==> src/rtl/tdc_pkg.sv <==
// ----------------------------------------------------------------------------
// tdc_pkg
// Shared types and constants of the token denylist cache.
// ----------------------------------------------------------------------------
package tdc_pkg;

  localparam int OPCODE_W = 3;
  localparam int KEY_W    = 64;
  localparam int TTL_W    = 31;
  localparam int CAP_W    = 7;
  localparam int COUNT_W  = 7;
  localparam int STAT_W   = 32;

  // Configuration port geometry.
  localparam int APB_AW = 3;
  localparam int APB_DW = 32;

  // Register indexes, taken from paddr[2].
  localparam logic REG_TTL = 1'b0;
  localparam logic REG_CAP = 1'b1;

  localparam logic [TTL_W-1:0] TTL_RESET = TTL_W'(1000);
  localparam logic [CAP_W-1:0] CAP_RESET = CAP_W'(64);

  // Operation codes.
  localparam logic [OPCODE_W-1:0] OP_TICK   = 3'd0;
  localparam logic [OPCODE_W-1:0] OP_LOOKUP = 3'd1;
  localparam logic [OPCODE_W-1:0] OP_PUT    = 3'd2;
  localparam logic [OPCODE_W-1:0] OP_INVAL  = 3'd3;
  localparam logic [OPCODE_W-1:0] OP_CLEAR  = 3'd4;

  // Verdict of the slot evaluator for one stored slot.
  typedef struct packed {
    logic valid;
    logic match;
    logic expired;
  } slot_eval_t;

endpackage

==> src/rtl/tdc_slot_eval.sv <==
// ----------------------------------------------------------------------------
// tdc_slot_eval
// Shared key-compare and age-compare unit applied to one slot per cycle.
// ----------------------------------------------------------------------------
module tdc_slot_eval #(
  parameter int TIME_BITS = 32
) (
  input  logic                          slot_valid_i,
  input  logic [tdc_pkg::KEY_W-1:0]     slot_key_i,
  input  logic [TIME_BITS-1:0]          slot_stamp_i,
  input  logic [tdc_pkg::KEY_W-1:0]     search_key_i,
  input  logic [TIME_BITS-1:0]          now_i,
  input  logic [tdc_pkg::TTL_W-1:0]     ttl_i,
  output tdc_pkg::slot_eval_t           eval_o
);
  import tdc_pkg::*;

  localparam int AGE_W = (TIME_BITS > TTL_W) ? TIME_BITS : TTL_W;

  logic [TIME_BITS-1:0] age;

  // The age wraps with the time counter.
  assign age = now_i - slot_stamp_i;

  assign eval_o.valid   = slot_valid_i;
  assign eval_o.match   = slot_valid_i && (slot_key_i == search_key_i);
  assign eval_o.expired = AGE_W'(age) >= AGE_W'(ttl_i);

endmodule

==> config.mk <==
export PLATFORM = sky130hd
export DESIGN_NAME = tdc_slot_eval
export DESIGN_NICKNAME = d
export VERILOG_FILES = /design/src/rtl/tdc_pkg.sv /design/src/rtl/tdc_slot_eval.sv
export SDC_FILE = /design/constraint.sdc
export NUM_CORES = 1
export LEC_CHECK = 0
export BUFFER_PORTS_ARGS = -buffer_cell sky130_fd_sc_hd__buf_4
export CAP_MARGIN = 20
export CORE_UTILIZATION = 45
export DETAILED_ROUTE_END_ITERATION = 8
export PLACE_DENSITY = 0.85
export REMOVE_ABC_BUFFERS = 1
export SETUP_SLACK_MARGIN = 0.1
export SLEW_MARGIN = 20
export SYNTH_ARGS = -nofsm -noshare
export SYNTH_HDL_FRONTEND = slang
export SYNTH_SLANG_ARGS = --single-unit
==> constraint.sdc <==
create_clock -name vclk -period 4.4
set_input_delay 0.44 -clock vclk [all_inputs]
set_output_delay 0.44 -clock vclk [all_outputs]
set_load 0.02 [all_outputs]
==> impl_metrics.ini <==
[status]
outcome = finished, final reports clean

[min_path]
hp-start = slot_valid_i
min_path_type = in -> out
min_path_cells = 2
hold_end = eval_o[2]

[layout]
nClkBuffers = 0
num_antenna_cells = 0
drive_gt1_share_pct = 37.0
nets = 995
fin_util_pct = 73.0
design.seq.count = 0
areaGrowthSynthToFinish_pct = 56.1
register_area_um2 = 0

[synth]
synthAdderAreaFrac_pct = 23.5
syn_avg_cell_area_um2 = 7.08
synth_cell_types = 63
synth-simple-area-share_pct = 17.6
ys_warn_count = 0
ys_top_cells_by_area = ha_1 (23%), xnor2_1 (14%), inv_1 (9.1%), xor2_1 (5.9%), a21oi_1 (4.4%)
synth_commonest_cells = inv_1 (82), ha_1 (62), xnor2_1 (55)
synth_top_family_by_area = compound AO/OA/AOI/OAI gates
synth_largest_area_cell = ha_1
seq_area_frac_synth_pct = 0
synth_compound_area_share_pct = 28.7
synthMuxAreaShare_pct = 0
synthesis.area_um2 = 3390
netlist.area_leader.share_pct = 22.9
synthXorXnorAreaFrac_pct = 20.1
netlist_instances = 479
yosysMostFrequentCell = inv_1

[timing]
hold_viol = 0
setup_tns_ns = 0
tightest_slew_ns = 0.448
min_period_ns = 4.13
rsz0062_at_grt = false
setup_viol = 0
period_share_pct = 94.0
clock.fmax_ghz = 0.242
maxSlewViolCount = 0
slew_headroom_pct = 69.8

[global_routing]
grt_start_max_net_pins = 11
grt_pass1_wl_um = 17500
grt_overflow = 0
grt_use_total_pct = 28.1
first_global_vias = 4068
antenna_found_initial = 0

[pwr]
leakage_nw = 2.79
power_frac_clock_pct = 0
pwr-share-seq_pct = 0
power_switching_mw = 0.335
power_density_nw_per_um2 = 134
p_sw_share_pct = 47.3
p_int_mw = 0.373
ir_worst_vdd_mv = 0.0736
comb_power_share_pct = 100.0

[worst_setup_path]
end_kind = output pin
critPathRequiredTime_ns = 3.96
start_kind = input pin
criticalPathCategory = in -> out
worstPathArrival_ns = 3.69
crit_fanout = 3

[die]
fp.coreArea_um2 = 7250
fp.dieH_um = 88.8
die_area_um2 = 7890
ios = 227
rows = 31
start_util_pct = 46.8
die_x_um = 88.8

[routing]
postRouteAntennaNets = 0
detail_route.first_pass.iterations = 4
drtIter0Drc = 133
vias_per_cell = 5.36
wl_um = 11900
vias = 4314
wire_per_inst_um = 14.8
drc = 0

[cts]
cts_hold_buf = 0

[placement]
io_buffers = 227
gp_congestion = 0.999
hpwl_um = 10700

[job]
cap_violations = 0
how the worst max path moves through the flow:
stage	end	start	slack [ns]
after floorplan	eval_o[0]	now_i[0]	0.65
after global placement	eval_o[0]	now_i[0]	0.22
after detailed placement	eval_o[0]	now_i[0]	0.09
after CTS	eval_o[0]	now_i[0]	0.14
after global routing	eval_o[0]	now_i[0]	0.05
final	eval_o[0]	now_i[0]	0.27
routing by layer:
layer / track usage [%] / part of all wire [%]
met5: 0 / 0
met4: 13.0 / 4.6
met3: 3.45 / 6.8
met2: 52.1 / 48
met1: 31.8 / 40
power by group through the flow:
stage | Sequential, mW | Combinational (mW) | Clock, mW
global route | 0 | 0.786 | 0
detailed placement | 0 | 0.674 | 0
CTS | 0 | 0.681 | 0
finish | 0 | 0.708 | 0
floorplan | 0 | 0.406 | 0
global placement | 0 | 0.659 | 0
cell type report:
cell class                 instances  area [um^2]
fill                             594         1960
timing repair buffer             233         1750
inverter                          82          308
multi-input combinational        391         3110
tap                               99          124
per-stage QoR:
stage,power [mW],worst slack (ns),std cells,hold WS (ns),instance area (um^2)
2_1_floorplan,0.406,0.654,473,0.880,3360
3_3_place_gp,0.659,0.215,801,1.10,5200
3_5_place_dp,0.674,0.0923,801,1.10,5200
4_1_cts,0.681,0.139,801,1.10,5210
5_1_grt,0.786,0.0508,805,1.11,5300
6_report,0.708,0.266,805,1.10,5300
critical path, cell delays in order:
cell and delay (ns):
buf_4 0.11, inv_1 0.04, ha_1 0.15, inv_1 0.06
fa_2 0.36, a21o_1 0.18, nand4_1 0.13, nand2_2 0.10
a311oi_4 0.32, buf_4 0.17, buf_4 0.12, o21a_4 0.13
o311ai_0 0.12, ha_1 0.34, nand4_1 0.13, a211oi_2 0.18
o21ai_1 0.12, a211o_1 0.29, nand3_2 0.08, buf_6 0.12
kinds of logic (layout without fill, tap and decap cells):
family | Yosys count | count (layout)
buffers and inverters | 88 | 315
adder cells (fa/ha/maj) | 63 | 63
AND/OR/NAND/NOR | 114 | 114
AO/OA/AOI/OAI | 136 | 136
XOR/XNOR | 78 | 78
what timing repair did:
| item | in CTS | in global routing |
|---|---|---|
| endpoints found under the setup margin | 1 | 1 |
| buffers inserted | 0 | 4 |
| gates resized for setup | 1 | 17 |
| pin swaps | 0 | 16 |
placed cells by master, fill, tap and decap left out, drive strengths merged, types with 3 or more instances in the layout:
cell | Yosys | routed
a211oi | 4 | 4
a21o | 15 | 15
a21oi | 35 | 35
a221oi | 4 | 4
a311oi | 4 | 4
a31oi | 5 | 5
and2 | 3 | 3
and3 | 5 | 5
buf | 5 | 233
ha | 62 | 62
inv | 82 | 82
nand2 | 25 | 25
nand3 | 11 | 11
nand4 | 18 | 18
nor2 | 18 | 18
nor2b | 8 | 8
nor3 | 7 | 7
nor4 | 11 | 11
o211ai | 7 | 7
o21a | 10 | 10
o21ai | 25 | 25
o21bai | 3 | 3
o22ai | 4 | 4
xnor2 | 55 | 55
xor2 | 23 | 23
(Power assumes the default switching activity.)
