==> src/rtl/tdc_ram.sv <==
// ----------------------------------------------------------------------------
// tdc_ram
// Simple dual-port RAM: one write port, one read port with registered data.
// ----------------------------------------------------------------------------
module tdc_ram #(
  parameter int WIDTH = 8,
  parameter int DEPTH = 64
) (
  input  logic                                      clk_i,
  input  logic                                      we_i,
  input  logic [((DEPTH > 1) ? $clog2(DEPTH) : 1)-1:0] waddr_i,
  input  logic [WIDTH-1:0]                          wdata_i,
  input  logic [((DEPTH > 1) ? $clog2(DEPTH) : 1)-1:0] raddr_i,
  output logic [WIDTH-1:0]                          rdata_o
);

  logic [WIDTH-1:0] mem_q [DEPTH];
  logic [WIDTH-1:0] rdata_q;

  always_ff @(posedge clk_i) begin
    if (we_i) begin
      mem_q[waddr_i] <= wdata_i;
    end
    rdata_q <= mem_q[raddr_i];
  end

  assign rdata_o = rdata_q;

endmodule

==> config.mk <==
export PLATFORM = sky130hd
export DESIGN_NAME = tdc_ram
export DESIGN_NICKNAME = d
export VERILOG_FILES = /design/src/rtl/tdc_ram.sv
export SDC_FILE = /design/constraint.sdc
export NUM_CORES = 1
export LEC_CHECK = 0
export BUFFER_PORTS_ARGS = -buffer_cell sky130_fd_sc_hd__buf_2
export CAP_MARGIN = 40
export CORE_MARGIN = 3
export CORE_UTILIZATION = 40
export CTS_CLUSTER_DIAMETER = 100
export DETAILED_ROUTE_END_ITERATION = 6
export GPL_ROUTABILITY_DRIVEN = 0
export PLACE_DENSITY = 0.55
export SETUP_SLACK_MARGIN = 0.3
export SLEW_MARGIN = 20
export SYNTH_ARGS = -nofsm -noshare
export SYNTH_HDL_FRONTEND = slang
export SYNTH_SLANG_ARGS = --single-unit
==> constraint.sdc <==
create_clock -name clk_i -period 1.85 [get_ports clk_i]
set_input_delay 0.2775 -clock clk_i [delete_from_list [all_inputs] [get_ports clk_i]]
set_output_delay 0.2775 -clock clk_i [all_outputs]
set_load 0.05 [all_outputs]
==> results by group <==
Setup path
  – Worst path slowest cell: mux4_2
  – Worst r2r src: mem_q[21][6]$_DFFE_PP_
  – FF-to-FF path depth: 6
  – Critical Path Fanout Max: 1
  – R2r endpoint: rdata_o[6]$_DFF_P_
  – Worst setup endpoint: rdata_o[6]$_DFF_P_
  – FF-to-FF setup slack: -20 ps
  – CP startpoint kind: flip-flop
  – Worst EP required: 2310 ps
  – Top delay family on crit path: multiplexers
  – CP Class: reg2reg
  – CP Depth: 6
  – CP Capture Type: flip-flop
  – Critical Path AT: 2340 ps
  – Critical path's largest stage delay: 480 ps
  – WP buf/inv: 1
  – Worst-path cell chain: mux4_2, mux2_4, o221a_4, nor3_4, buf_6, o32ai_2
  – Setup crit start: mem_q[21][6]$_DFFE_PP_

Synth
  – EDFF count, synth: 512
  – Register area share after synthesis: 0.770
  – Synth area leader: edfxtp_1
  – Distinct cells, synth: 40
  – Synth Cell Area: 20200 µm²
  – Syn. warnings: 0
  – Main flop type after synthesis: edfxtp_1
  – Top cell type's share of synthesized area: 0.762
  – Synthesized instance count: 940
  – Synth area leaders: edfxtp_1 (76%), mux4_2 (14%), nor2_1 (1.5%)
  – Async SR Flop Fraction: 0
  – Mean Syn Cell Area: 21.5 µm²
  – Net Count, Synth: 962
  – Synthesized flop and latch total: 520

Floorplanning
  – Die W: 231 µm
  – Total core area: 49400 µm²
  – Starting density of the core: 0.409
  – Row count: 81
  – # IOs: 30
  – Die height: 231 µm
  – Die area: 53100 µm²

Power
  – Switching Fraction: 0.211
  – VDD IR-drop max: 0.679 mV
  – Leakage: 7.91 nW
  – Comb pwr share: 0.064
  – Seq pwr share: 0.513
  – Pwr/cell area: 1030 nW/µm²
  – Psw: 5.38 mW
  – Clock Power Share: 0.423
  – Int Pwr: 20.1 mW

STA
  – Tightest Pin Transition: 773 ps
  – Final WS setup: -22.8 ps
  – Fin crit period: 1870 ps
  – RSZ-0062 raised after global routing: yes
  – Max transition margin: 0.485
  – Final Hold Viols: 0
  – Setup violations, final: 1
  – Max-slew violations: 0
  – Final cycle utilization of the critical path: 1.01
  – Clk_skew: 18.7 ps
  – Fmax: 0.534 GHz

GRT
  – Largest net degree at the start of global routing: 65
  – First-pass GRT wire length: 71300 µm
  – Gr ovfl total: 0
  – Vias in the first global route: 10500
  – Initial antenna violation count: 1
  – Global-route usage over all layers: 0.185

Outcome
  – Failing checks: setup timing
  – Outcome: complete, but fails checks

Clock tree
  – Clock insertion delay at the later pin of the skew report: 600 ps
  – CTS tree: done
  – Clock-pin slew on the worst setup and hold paths: 60 ps
  – Htree depth: 2
  – Max clock buf depth: 3
  – CTS root buf: clkbuf_16
  – Num CTS Buffers: 53
  – Cts hold-fix bufs: 0
  – Sink Count: 520
  – Setup bufs post-CTS: 0

Place
  – Hpwl dp: 31400 µm
  – # port buffers: 29
  – DP Cell Count: 1742
  – Cell Area, Placed: 22800 µm²
  – Place WS: -711 ps

Run
  – Max-Cap Viols: 0

Detailed routing
  – Pre-antenna DRT Iters: 5
  – Initial DRC count: 1131
  – Final wirelength: 48300 µm
  – Vias: 10000
  – DRT antenna net count: 0
  – DRC viols: 0
  – Routed WL per cell: 26.2 µm
  – Via density: 5.44

Worst hold path
  – Worst Hold Class: in2reg

Finish
  – Fraction of layout cells with a size suffix above 1: 0.410
  – Final instance area: 24700 µm²
  – Fin cells: 1843
  – Final net count: 1155
  – Syn-to-layout area delta: 22.5%
## per-layer routing
layer | share of wire | track usage | vias up
met2 | 0.48 | 0.289 | 307
met5 | 0 | 0 | -
li1 | - | - | 4343
met3 | 0.059 | 0.0320 | 68
met1 | 0.44 | 0.270 | 5317
met4 | 0.020 | 0.0530 | 0
## area by class of cell
type / count / area [µm²]
timing repair buffer: 189 / 1740
clock buffer: 72 / 1510
fill: 4021 / 24700
clock inverter: 28 / 263
sequential: 520 / 15500
antenna: 1 / 2.50
multi-input combinational: 369 / 4820
tap: 664 / 831
## state kept, by name, summed over array words and instances (netlist names)
| register | flops |
|---|---|
| mem_q | 512 |
| rdata_o | 8 |
## layout by cell type (no fill, tap or decap), types with 11 or more instances in the layout
cell type    n
buf_12      27
buf_4      135
nor2b_1     14
buf_2       19
clkbuf_16   55
edfxtp_1   512
nand2_1     16
mux2i_1     23
nor2_4      43
mux2_2      11
nor2_1      32
mux4_2     126
clkinv_1    11
## kinds of logic after synthesis
family	count (synthesis)	synth area share
flip-flops	520	0.770
multiplexers	162	0.159
AND/OR/NAND/NOR	153	0.0339
AO/OA/AOI/OAI	54	0.0207
buffers and inverters	51	0.0157
## synthesized netlist by cell type (2+ instances only)
| master | instances |
|---|---|
| a2111oi_0 | 2 |
| a211oi_1 | 4 |
| a21oi_1 | 3 |
| a221oi_1 | 6 |
| a22oi_1 | 3 |
| buf_1 | 4 |
| buf_12 | 2 |
| buf_2 | 11 |
| buf_4 | 13 |
| buf_6 | 4 |
| clkbuf_1 | 17 |
| dfxtp_1 | 8 |
| edfxtp_1 | 512 |
| mux2_2 | 13 |
| mux2i_1 | 23 |
| mux4_2 | 126 |
| nand2_1 | 19 |
| nand2b_1 | 7 |
| nand3_1 | 13 |
| nand3b_1 | 3 |
| nand4_1 | 2 |
| nor2_1 | 83 |
| nor2b_1 | 14 |
| nor3_1 | 7 |
| nor4_1 | 2 |
| o2111ai_1 | 3 |
| o21a_1 | 2 |
| o21ai_0 | 2 |
| o21ai_1 | 2 |
| o221a_2 | 2 |
| o221ai_1 | 8 |
| o22ai_1 | 8 |
| o2bb2ai_1 | 3 |
| o32ai_1 | 2 |
| o41ai_1 | 2 |
## metrics by stage
stage               setup TNS [ps]   util  hold WS [ps]  total power, mW
floorplan                        0      -           376             14.2
global placement             -4290  0.461           686             14.9
detailed placement           -4320  0.461           696             14.9
CTS                          -52.2  0.499          49.3             25.8
global route                  -148  0.501          68.3             26.3
finish                       -22.8  0.501          83.5             25.5
## timing repair
item,CTS,global route
resized for setup,29,13
gates cloned,0,0
pin swaps,5,2
endpoints found under the setup margin,15,11
## worst min path at each step
stage	start	end	slack [ps]	cells past startpoint
2_1_floorplan	wdata_i[0]	mem_q[0][0]$_DFFE_PP_	380	0
6_report	wdata_i[6]	mem_q[55][6]$_DFFE_PP_	80	1
5_1_grt	wdata_i[6]	mem_q[53][6]$_DFFE_PP_	70	1
3_3_place_gp	wdata_i[6]	mem_q[37][6]$_DFFE_PP_	690	1
4_1_cts	wdata_i[6]	mem_q[53][6]$_DFFE_PP_	50	1
3_5_place_dp	wdata_i[6]	mem_q[38][6]$_DFFE_PP_	700	1
## worst register-to-register path, stage by stage (launching register included)
cell and delay (ps):
edfxtp_1 360, mux4_2 480, mux2_4 290, o221a_4 270, nor3_4 130, buf_6 130
o32ai_2 80
## power groups by stage
stage	registers, mW	clock network, mW	logic (mW)
finish	13.1	10.8	1.64
global route	13.1	11.5	1.74
CTS	13.1	11.0	1.64
detailed placement	13.3	0	1.59
global placement	13.3	0	1.58
floorplan	13.4	0	0.762
No activity file was read; power rests on OpenSTA's default activity.
